[src/rtl/core/slcd_pkg.sv]
// ----------------------------------------------------------------------------
// slcd_pkg
// shared types, constants and the crc-8 byte update for the sync/length
// frame parser
// ----------------------------------------------------------------------------
package slcd_pkg;

  localparam int unsigned PAYLOAD_BYTES = 20;
  localparam int unsigned COUNT_W       = $clog2(PAYLOAD_BYTES + 1);

  localparam logic [7:0] SYNC_FIRST  = 8'h5A;
  localparam logic [7:0] SYNC_SECOND = 8'hA5;
  localparam logic [7:0] LEN_BYTE    = 8'(PAYLOAD_BYTES);
  localparam logic [7:0] CRC_INIT    = 8'hFF;
  localparam logic [7:0] CRC_POLY    = 8'h07;

  typedef enum logic [2:0] {
    PH_HUNT0 = 3'd0,
    PH_HUNT1 = 3'd1,
    PH_LEN   = 3'd2,
    PH_DATA  = 3'd3,
    PH_CRC   = 3'd4
  } phase_t;

  typedef enum logic [1:0] {
    ST_GOOD    = 2'd0,
    ST_BAD_LEN = 2'd1,
    ST_CRC_ERR = 2'd2
  } status_t;

  // parser to top level: what the accepted item does
  typedef struct packed {
    logic    store_en;
    logic    res_valid;
    status_t status;
  } parse_ctl_t;

  typedef struct packed {
    logic        [31:0] sensor_id;
    logic        [31:0] sensor_kind;
    logic signed [31:0] reading;
    logic signed [63:0] time_ms;
  } payload_t;

  typedef struct packed {
    status_t  status;
    payload_t fields;
  } frame_result_t;

  // crc-8, msb first, one byte
  function automatic logic [7:0] crc8_update(input logic [7:0] crc, input logic [7:0] b);
    logic [7:0] v;
    v = crc ^ b;
    for (int i = 0; i < 8; i++) begin
      v = v[7] ? ((v << 1) ^ CRC_POLY) : (v << 1);
    end
    return v;
  endfunction

endpackage

[src/rtl/core/sync_len_crc8_deframer_core.sv]
// ----------------------------------------------------------------------------
// sync_len_crc8_deframer_core
// sync pair / length / payload / crc-8 frame parser, one byte per item
// ----------------------------------------------------------------------------
// output: a result is registered in the result register (or in the skid stage
//   while the output stalls) when the crc byte (or bad length byte) is accepted
// throughput: one byte item per cycle, set by the phase and crc update done for
//   each byte; in_ready drops only while the skid stage holds a result
// reset: rst (synchronous) returns to the hunt, clears the byte count and
//   presets the crc to 0xff; payload bytes are not cleared
module sync_len_crc8_deframer_core (
  input  logic               clk,
  input  logic               rst,
  input  logic               in_valid,
  output logic               in_ready,
  input  logic [7:0]         rx_byte,
  output logic               out_valid,
  input  logic               out_ready,
  output logic [1:0]         frame_status,
  output logic [31:0]        sensor_id,
  output logic [31:0]        sensor_kind,
  output logic signed [31:0] reading,
  output logic signed [63:0] time_ms
);
  import slcd_pkg::*;

  logic          fire;
  parse_ctl_t    ctl;
  payload_t      fields;
  frame_result_t res;
  frame_result_t out_res;

  // an item is taken whenever the skid stage is free
  assign fire = in_valid && in_ready;

  // phase machine, byte count and running crc
  slcd_parser u_parser (
    .clk     (clk),
    .rst     (rst),
    .fire    (fire),
    .rx_byte (rx_byte),
    .ctl     (ctl)
  );

  // payload bytes shift in during the data phase only
  slcd_payload u_payload (
    .clk      (clk),
    .store_en (ctl.store_en),
    .rx_byte  (rx_byte),
    .fields   (fields)
  );

  // the unpacked fields are only passed on for a good frame
  always_comb begin
    res.status = ctl.status;
    res.fields = (ctl.status == ST_GOOD) ? fields : '0;
  end

  // result register plus skid stage
  slcd_out_buf u_out_buf (
    .clk       (clk),
    .rst       (rst),
    .res_valid (ctl.res_valid),
    .res       (res),
    .space     (in_ready),
    .out_valid (out_valid),
    .out_ready (out_ready),
    .out_res   (out_res)
  );

  assign frame_status = out_res.status;
  assign sensor_id    = out_res.fields.sensor_id;
  assign sensor_kind  = out_res.fields.sensor_kind;
  assign reading      = out_res.fields.reading;
  assign time_ms      = out_res.fields.time_ms;

  a_status_code: assert property (@(posedge clk) disable iff (rst)
    out_valid |-> (frame_status == ST_GOOD || frame_status == ST_BAD_LEN ||
                   frame_status == ST_CRC_ERR))
    else $error("invalid frame status on output");

  a_fields_zero_on_error: assert property (@(posedge clk) disable iff (rst)
    (out_valid && frame_status != ST_GOOD) |->
      (sensor_id == '0 && sensor_kind == '0 && reading == '0 && time_ms == '0))
    else $error("fields not cleared on a bad frame");

  a_result_needs_item: assert property (@(posedge clk) disable iff (rst)
    ctl.res_valid |-> fire)
    else $error("result raised without an accepted item");

endmodule

[src/rtl/core/slcd_parser.sv]
// ----------------------------------------------------------------------------
// slcd_parser
// frame phase tracking, payload byte count and running crc
// ----------------------------------------------------------------------------
module slcd_parser (
  input  logic                clk,
  input  logic                rst,
  input  logic                fire,
  input  logic [7:0]          rx_byte,
  output slcd_pkg::parse_ctl_t ctl
);
  import slcd_pkg::*;

  phase_t               phase, phase_next;
  logic [COUNT_W-1:0]   byte_count, byte_count_next;
  logic [7:0]           running_crc, running_crc_next;

  always_ff @(posedge clk) begin
    if (rst) begin
      phase       <= PH_HUNT0;
      byte_count  <= '0;
      running_crc <= CRC_INIT;
    end else begin
      phase       <= phase_next;
      byte_count  <= byte_count_next;
      running_crc <= running_crc_next;
    end
  end

  // next state
  always_comb begin
    phase_next       = phase;
    byte_count_next  = byte_count;
    running_crc_next = running_crc;
    if (fire) begin
      unique case (phase)
        PH_HUNT1: phase_next = (rx_byte == SYNC_SECOND) ? PH_LEN : PH_HUNT0;
        PH_LEN: begin
          if (rx_byte == LEN_BYTE) begin
            byte_count_next  = '0;
            running_crc_next = CRC_INIT;
            phase_next       = PH_DATA;
          end else begin
            phase_next = PH_HUNT0;
          end
        end
        PH_DATA: begin
          running_crc_next = crc8_update(running_crc, rx_byte);
          byte_count_next  = byte_count + COUNT_W'(1);
          if (byte_count == COUNT_W'(PAYLOAD_BYTES - 1)) begin
            phase_next = PH_CRC;
          end
        end
        PH_CRC:  phase_next = PH_HUNT0;
        default: phase_next = (rx_byte == SYNC_FIRST) ? PH_HUNT1 : PH_HUNT0;
      endcase
    end
  end

  // outputs
  always_comb begin
    ctl.store_en  = 1'b0;
    ctl.res_valid = 1'b0;
    ctl.status    = ST_GOOD;
    if (fire) begin
      unique case (phase)
        PH_LEN: begin
          ctl.res_valid = (rx_byte != LEN_BYTE);
          ctl.status    = ST_BAD_LEN;
        end
        PH_DATA: ctl.store_en = 1'b1;
        PH_CRC: begin
          ctl.res_valid = 1'b1;
          ctl.status    = (rx_byte == running_crc) ? ST_GOOD : ST_CRC_ERR;
        end
        default: ctl.store_en = 1'b0;
      endcase
    end
  end

  a_count_range: assert property (@(posedge clk) disable iff (rst)
    byte_count <= COUNT_W'(PAYLOAD_BYTES))
    else $error("payload byte count out of range");

  a_store_no_result: assert property (@(posedge clk) disable iff (rst)
    !(ctl.store_en && ctl.res_valid))
    else $error("payload store and result in the same item");

  a_crc_after_full: assert property (@(posedge clk) disable iff (rst)
    (phase == PH_CRC) |-> (byte_count == COUNT_W'(PAYLOAD_BYTES)))
    else $error("crc phase entered before full payload");

endmodule

[src/rtl/core/slcd_payload.sv]
// ----------------------------------------------------------------------------
// slcd_payload
// payload byte shift line and little-endian field unpacking
// ----------------------------------------------------------------------------
module slcd_payload (
  input  logic              clk,
  input  logic              store_en,
  input  logic [7:0]        rx_byte,
  output slcd_pkg::payload_t fields
);
  import slcd_pkg::*;

  // oldest byte ends up in entry 0 after a full payload
  logic [7:0] frame_bytes [PAYLOAD_BYTES];

  always_ff @(posedge clk) begin
    if (store_en) begin
      for (int i = 0; i < PAYLOAD_BYTES - 1; i++) begin
        frame_bytes[i] <= frame_bytes[i+1];
      end
      frame_bytes[PAYLOAD_BYTES-1] <= rx_byte;
    end
  end

  always_comb begin
    for (int i = 0; i < 4; i++) begin
      fields.sensor_id[8*i +: 8]   = frame_bytes[i];
      fields.sensor_kind[8*i +: 8] = frame_bytes[4 + i];
      fields.reading[8*i +: 8]     = frame_bytes[8 + i];
    end
    for (int i = 0; i < 8; i++) begin
      fields.time_ms[8*i +: 8] = frame_bytes[12 + i];
    end
  end

endmodule

[src/rtl/core/slcd_out_buf.sv]
// ----------------------------------------------------------------------------
// slcd_out_buf
// result register with a skid stage for output back-pressure
// ----------------------------------------------------------------------------
module slcd_out_buf (
  input  logic                   clk,
  input  logic                   rst,
  input  logic                   res_valid,
  input  slcd_pkg::frame_result_t res,
  output logic                   space,
  output logic                   out_valid,
  input  logic                   out_ready,
  output slcd_pkg::frame_result_t out_res
);
  import slcd_pkg::*;

  logic          skid_valid;
  frame_result_t skid;
  logic          load;

  assign space = !skid_valid;
  assign load  = !out_valid || out_ready;

  always_ff @(posedge clk) begin
    if (rst) begin
      out_valid  <= 1'b0;
      skid_valid <= 1'b0;
    end else if (load) begin
      if (skid_valid) begin
        out_valid  <= 1'b1;
        skid_valid <= 1'b0;
      end else begin
        out_valid <= res_valid;
      end
    end else if (res_valid) begin
      skid_valid <= 1'b1;
    end
  end

  always_ff @(posedge clk) begin
    if (load) begin
      out_res <= skid_valid ? skid : res;
    end else if (res_valid) begin
      skid <= res;
    end
  end

  a_skid_implies_out: assert property (@(posedge clk) disable iff (rst)
    skid_valid |-> out_valid)
    else $error("skid holds a result while output is empty");

  a_no_overrun: assert property (@(posedge clk) disable iff (rst)
    skid_valid |-> !res_valid)
    else $error("new result while skid stage is full");

  a_skid_from_stall: assert property (@(posedge clk) disable iff (rst)
    $rose(skid_valid) |-> $past(out_valid && !out_ready))
    else $error("skid filled without a stall");

endmodule

[config.mk]
export PLATFORM = sky130hd
export DESIGN_NAME = sync_len_crc8_deframer_core
export DESIGN_NICKNAME = d
export VERILOG_FILES = /design/src/rtl/core/slcd_pkg.sv /design/src/rtl/core/sync_len_crc8_deframer_core.sv /design/src/rtl/core/slcd_parser.sv /design/src/rtl/core/slcd_payload.sv /design/src/rtl/core/slcd_out_buf.sv
export SDC_FILE = /design/constraint.sdc
export NUM_CORES = 1
export LEC_CHECK = 0
export ABC_AREA = 1
export ABC_CLOCK_PERIOD_IN_PS = 16300
export CAP_MARGIN = 10
export CORE_ASPECT_RATIO = 1.75
export CORE_MARGIN = 4
export CORE_UTILIZATION = 40
export CTS_CLUSTER_SIZE = 28
export DETAILED_ROUTE_END_ITERATION = 6
export DONT_BUFFER_PORTS = 1
export GPL_ROUTABILITY_DRIVEN = 0
export SETUP_SLACK_MARGIN = 0.02
export SLEW_MARGIN = 15
export SYNTH_ARGS = -nofsm -noshare
export SYNTH_HDL_FRONTEND = slang
export SYNTH_HIERARCHICAL = 1
export SYNTH_SLANG_ARGS = --single-unit
[constraint.sdc]
create_clock -name clk -period 16.3 [get_ports clk]
set_input_delay 3.26 -clock clk [delete_from_list [all_inputs] [get_ports clk]]
set_output_delay 3.26 -clock clk [all_outputs]
set_load 0.1 [all_outputs]
## Yosys cells after proc, flatten, opt, wreduce, memory -nomap -nowiden

Memory sizes are Yosys's and may differ from the RTL's.
Index checks and enable logic that the tools add are counted.

| word-level totals | value |
|---|---|
| bits in registers | 342 |
| word-level logic and storage cells | 75 |
| latch bits | 0 |
| memories kept | 1 |
| ROM bits | 0 |
| RAM bits | 160 |
| output and inout bits | 164 |

| operators by class | value |
|---|---|
| add/sub/neg operators | 1 |
| multipliers | 0 |
| bitwise operators | 10 |
| magnitude comparators | 0 |
| reductions and logical operators | 10 |
| eq/ne operators | 12 |
| shift-type cells | 0 |
| multiplexer cells | 26 |
| div/mod/pow operators | 0 |

Memory list:

| memory | words | width | rd ports | clocked after memory_dff | wr ports | line | text |
|---|---|---|---|---|---|---|---|
| u_payload.frame_bytes | 20 | 8 | 20 | 0 | 20 | slcd_payload.sv:14 | `logic [7:0] frame_bytes [PAYLOAD_BYTES];` |

Operators with widths:

| operator | count |
|---|---|
| $mux W162 | 1 |
| $mux W160 | 1 |
| $mux W3 | 9 |
| $not A3 Y3 | 8 |
| $pmux W8 S2 | 1 |
| $pmux W3 S4 | 1 |
| $pmux W5 S2 | 1 |
| $eq A8 B5 Y1 const B | 1 |
| $eq A8 B7 Y1 const B | 1 |
| $eq A8 B8 Y1 | 1 |
| $eq A8 B8 Y1 const B | 1 |
| $mux W8 | 1 |
| $ne A8 B5 Y1 const B | 1 |
| $xor A8 B8 Y8 | 1 |
| $eq A3 B2 Y1 const B | 2 |
| $mux W2 | 3 |
| $pmux W3 S2 | 1 |
| $add A5 B1 Y5 const B | 1 |
| $eq A5 B5 Y1 const B | 1 |
| $mux W1 | 5 |
| $mux W5 | 1 |
| $mux W4 | 1 |
| $ne A2 B1 Y1 const B | 2 |
| $reduce_and A2 Y1 | 2 |
| other kinds (10) | 11 |

## Longest topological paths before layout

| logic depth | value |
|---|---|
| depth after elaboration | 18 |
| depth in mapped cells | 14 |
| depth with buffers taken out | 12 |

## Hierarchy

Netlist, hierarchy kept.

Modules (own cells, without submodules):

| module | cells an instance | area each (µm²) | seq. area each (µm²) | times used |
|---|---|---|---|---|
| slcd_out_buf | 858 | 11,805.1 | 9,769.4 | 1 |
| slcd_payload | 160 | 4,804.6 | 4,804.6 | 1 |
| sync_len_crc8_deframer_core | 342 | 1,667.8 | 0.0 | 1 |
| slcd_parser | 195 | 1,228.7 | 320.3 | 1 |

## Worst setup path before layout

No wires, ideal clock.

| path | value |
|---|---|
| path type | in2reg |
| from | input out_ready |
| to | register u_out_buf/skid[0] in the netlist's numbering (enable) |
| path buffers | 0 |
| setup slack | -0.039 ns |
| stages | 3 |
| arrival time | 14.776 ns |
| path through | inv_1 > nand2_1 > nor2_1 |

| on the way | value |
|---|---|
| word-level cells in the longest chain between the ends | 3 |

Ends and longest elaborated chain:

| element | line | text |
|---|---|---|
| start, declared | sync_len_crc8_deframer_core.sv:18 | `input logic out_ready,` |
| $logic_or A1 B1 Y1 | slcd_out_buf.sv:22 | `assign load = !out_valid \|\| out_ready;` |
| net u_out_buf.load | slcd_out_buf.sv:19 | `logic load;` |
| $not A1 Y1 (no line) | n/a |  |
| $reduce_and A2 Y1 (no line) | n/a |  |
| end signal, assigned | slcd_out_buf.sv:44 | `skid <= res;` |
| end, declared | slcd_out_buf.sv:18 | `frame_result_t skid;` |

The timed path passes the listed nets, and every way through them passes these cells.
A chain may end at the register's enable or synchronous reset.

==> flow_summary.ini <==
[final_layout]
post-route-util = 0.451
stdcell_area_sq_um = 21700
final_cells = 2239
antenna_cells = 0
num-nets-final = 1571
syn_to_final_growth_pct = 11.0
drive_above_1_share = 0.126

[pwr]
p_leak_nw = 8.54
total_power_mw = 2.55
pwr-share-seq = 0.547
p_sw_mw = 0.475
comb_power_share = 0.005
p_per_area_nw_per_um2 = 118
p_int_mw = 2.07
switching_share = 0.187
vdd_drop_max_v = 0.000129
clockPowerShare = 0.449

[sta]
relSlewSlack = 0.238
setup_tns_ps = 0
hold_viol = 0
holdWs_ps = 444
layout_min_cycle_time_ps = 5880
finalMaxSlewViolations = 0
max_freq_mhz = 170
setup_viol = 0
clock_skew_ps = 15.6
rsz0062_at_grt = no
finalCritPeriodShare = 0.361
fin_ws_ps = 10420
tightest_slew_ps = 1140

[worst_setup_path]
cp_slowest_cell = buf_4
crit_arrival_ps = 6190
cp_max_fo = 102
critical_path_class = in2reg
crit_start = rx_byte[2]
cp.required_ps = 16610
startpoint_type = input port
path_cells = xor2_1 > inv_1 > ha_1 > nand3_1 > o311ai_0 > inv_1 > inv_2 > nand2_8 > buf_4 > nor2_1 > nand2_1 > nand2_1
reg2reg_from = u_out_buf/skid_valid
max_stage_delay_ps = 890
setup.worst_path.end_class = flop

[clocking]
h-tree-depth = 2
clk_pin_slew_ps = 70
cts_hold_buf = 0
cts-root-buf = clkbuf_16
cts_num_sinks = 502
cts_tree = built
postCtsSetupBuffers = 0
numCtsBuffers = 44
cts-resized-gates = 0
clock_latency_ps = 560
clock_path_buffers = 3

[floorplan]
core_sq_um = 48000
die_h_um = 300
io_pins = 176
die_area_sq_um = 52500
start_util = 0.406
rows = 106
fp.dieW_um = 175

[route]
post_drt_wl_per_cell_um = 17.8
ant_nets = 0
routed_via_density = 4.63
drc_errors = 0
via_count = 10400
dr.pass1.iters = 4
drt_iter0_drc = 568
wl_um = 40000

[grt]
grt_usage = 0.151
antenna_found_initial = 0
grt_first_pass_wirelength_um = 61700
grt_max_degree = 108
grt_pass1_vias = 10300
overflow = 0

[synthesis]
avgSynthCellArea_sq_um = 12.5
synth_top_area_frac = 0.745
yosysWarnings = 6
syn_nets = 1571
seq_area_frac_synth = 0.764
yosys.area.top_type = edfxtp_1
syn-instance-count = 1555
ys_ff_latch = 502
netlist_top_cells_area = edfxtp_1 (75%), nand2_1 (11%), inv_1 (3.5%)
ys_types = 32
syn_area_sq_um = 19500

[run_status]
outcome = complete, no violations

[place]
placed_cell_area_sq_um = 20100
preCtsSetupSlack_ps = 9840
dp_cells = 2157
dpl.hpwl_um = 24400
numPortBuffers = 0

[min_path]
hold_class = reg2reg
min_from = u_payload/frame_bytes[3][3]

[run]
cap_violations = 0
==> area by class of cell <==
type	count	area [sq um]
sequential	502	14900
timing repair buffer	9	67.6
multi-input combinational	807	3550
inverter	191	731
clock inverter	28	389
tap	648	811
fill	4373	26400
clock buffer	54	1210
==> cells in the final DEF (no fill, tap or decap), types with 17 or more instances in the layout <==
| cell type | instances |
|---|---|
| dfxtp_1 | 17 |
| clkbuf_16 | 46 |
| nand3_1 | 17 |
| nor2_2 | 100 |
| a21oi_1 | 17 |
| nand2_1 | 552 |
| edfxtp_1 | 484 |
| inv_1 | 183 |
| nor2_1 | 75 |
==> path summary, 6_finish.rpt <==
kind                                                     end  slack [ps]  cells after the start
worst min-delay path            u_payload/frame_bytes[2][27]         440                      0
worst max-delay path                   u_out_buf/out_res[47]       10420                     12
worst min register to register  u_payload/frame_bytes[2][27]         440                      0
worst max register to register         u_out_buf/out_res[47]       12330                     11
==> worst max-delay path, delay by kind of cell <==
kind	cells	cell delay, ps
buffers and inverters	4	1250
AND/OR/NAND/NOR	5	990
XOR/XNOR	1	250
adder cells (fa/ha/maj)	1	220
AO/OA/AOI/OAI	1	140
==> synth_stat cells, drive strengths merged <==
| cell | number |
|---|---|
| nand2 | 557 |
| edfxtp | 484 |
| inv | 190 |
| nor2 | 177 |
| buf | 45 |
| a21oi | 18 |
| dfxtp | 18 |
| nand3 | 17 |
| clkbuf | 10 |
| o21ai | 10 |
| xnor2 | 8 |
| xor2 | 6 |
| ha | 4 |
| nand4 | 4 |
| nor3 | 2 |
| clkinv | 1 |
| nand3b | 1 |
| nor4 | 1 |
| o311ai | 1 |
| or2 | 1 |
==> sequential cells by signal, indices dropped and copies added (netlist names) <==
register and flops:
u_parser/phase 3, u_parser/byte_count 5, u_parser/running_crc 8, u_payload/frame_bytes 160
u_out_buf/skid 162, u_out_buf/out_res 162, u_out_buf/skid_valid 1, u_out_buf/out_valid 1
==> power by group through the flow <==
stage / combinational (mW) / sequential [mW] / clock, mW
floorplan: 0.00977 / 1.42 / 0
global placement: 0.0110 / 1.42 / 0
detailed placement: 0.0116 / 1.42 / 0
CTS: 0.0117 / 1.39 / 1.18
global route: 0.0133 / 1.39 / 1.23
finish: 0.0120 / 1.39 / 1.14
==> cell families after synthesis <==
logic type | Yosys count | share of synthesized area
simple gates | 760 | 0.163
flops | 502 | 0.764
buf+inv | 246 | 0.0564
compound gates | 29 | 0.00802
xor+xnor | 14 | 0.00667
fa+ha+maj | 4 | 0.00257
==> routing by layer <==
metal | up-vias | routed length [um] | track usage
met5 | - | 0 | 0
met4 | 0 | 1540 | 0.0594
met3 | 70 | 1770 | 0.0292
met2 | 269 | 20900 | 0.271
met1 | 4969 | 15700 | 0.179
li1 | 5051 | - | -
Note: power is estimated with default switching activity, not from simulation.
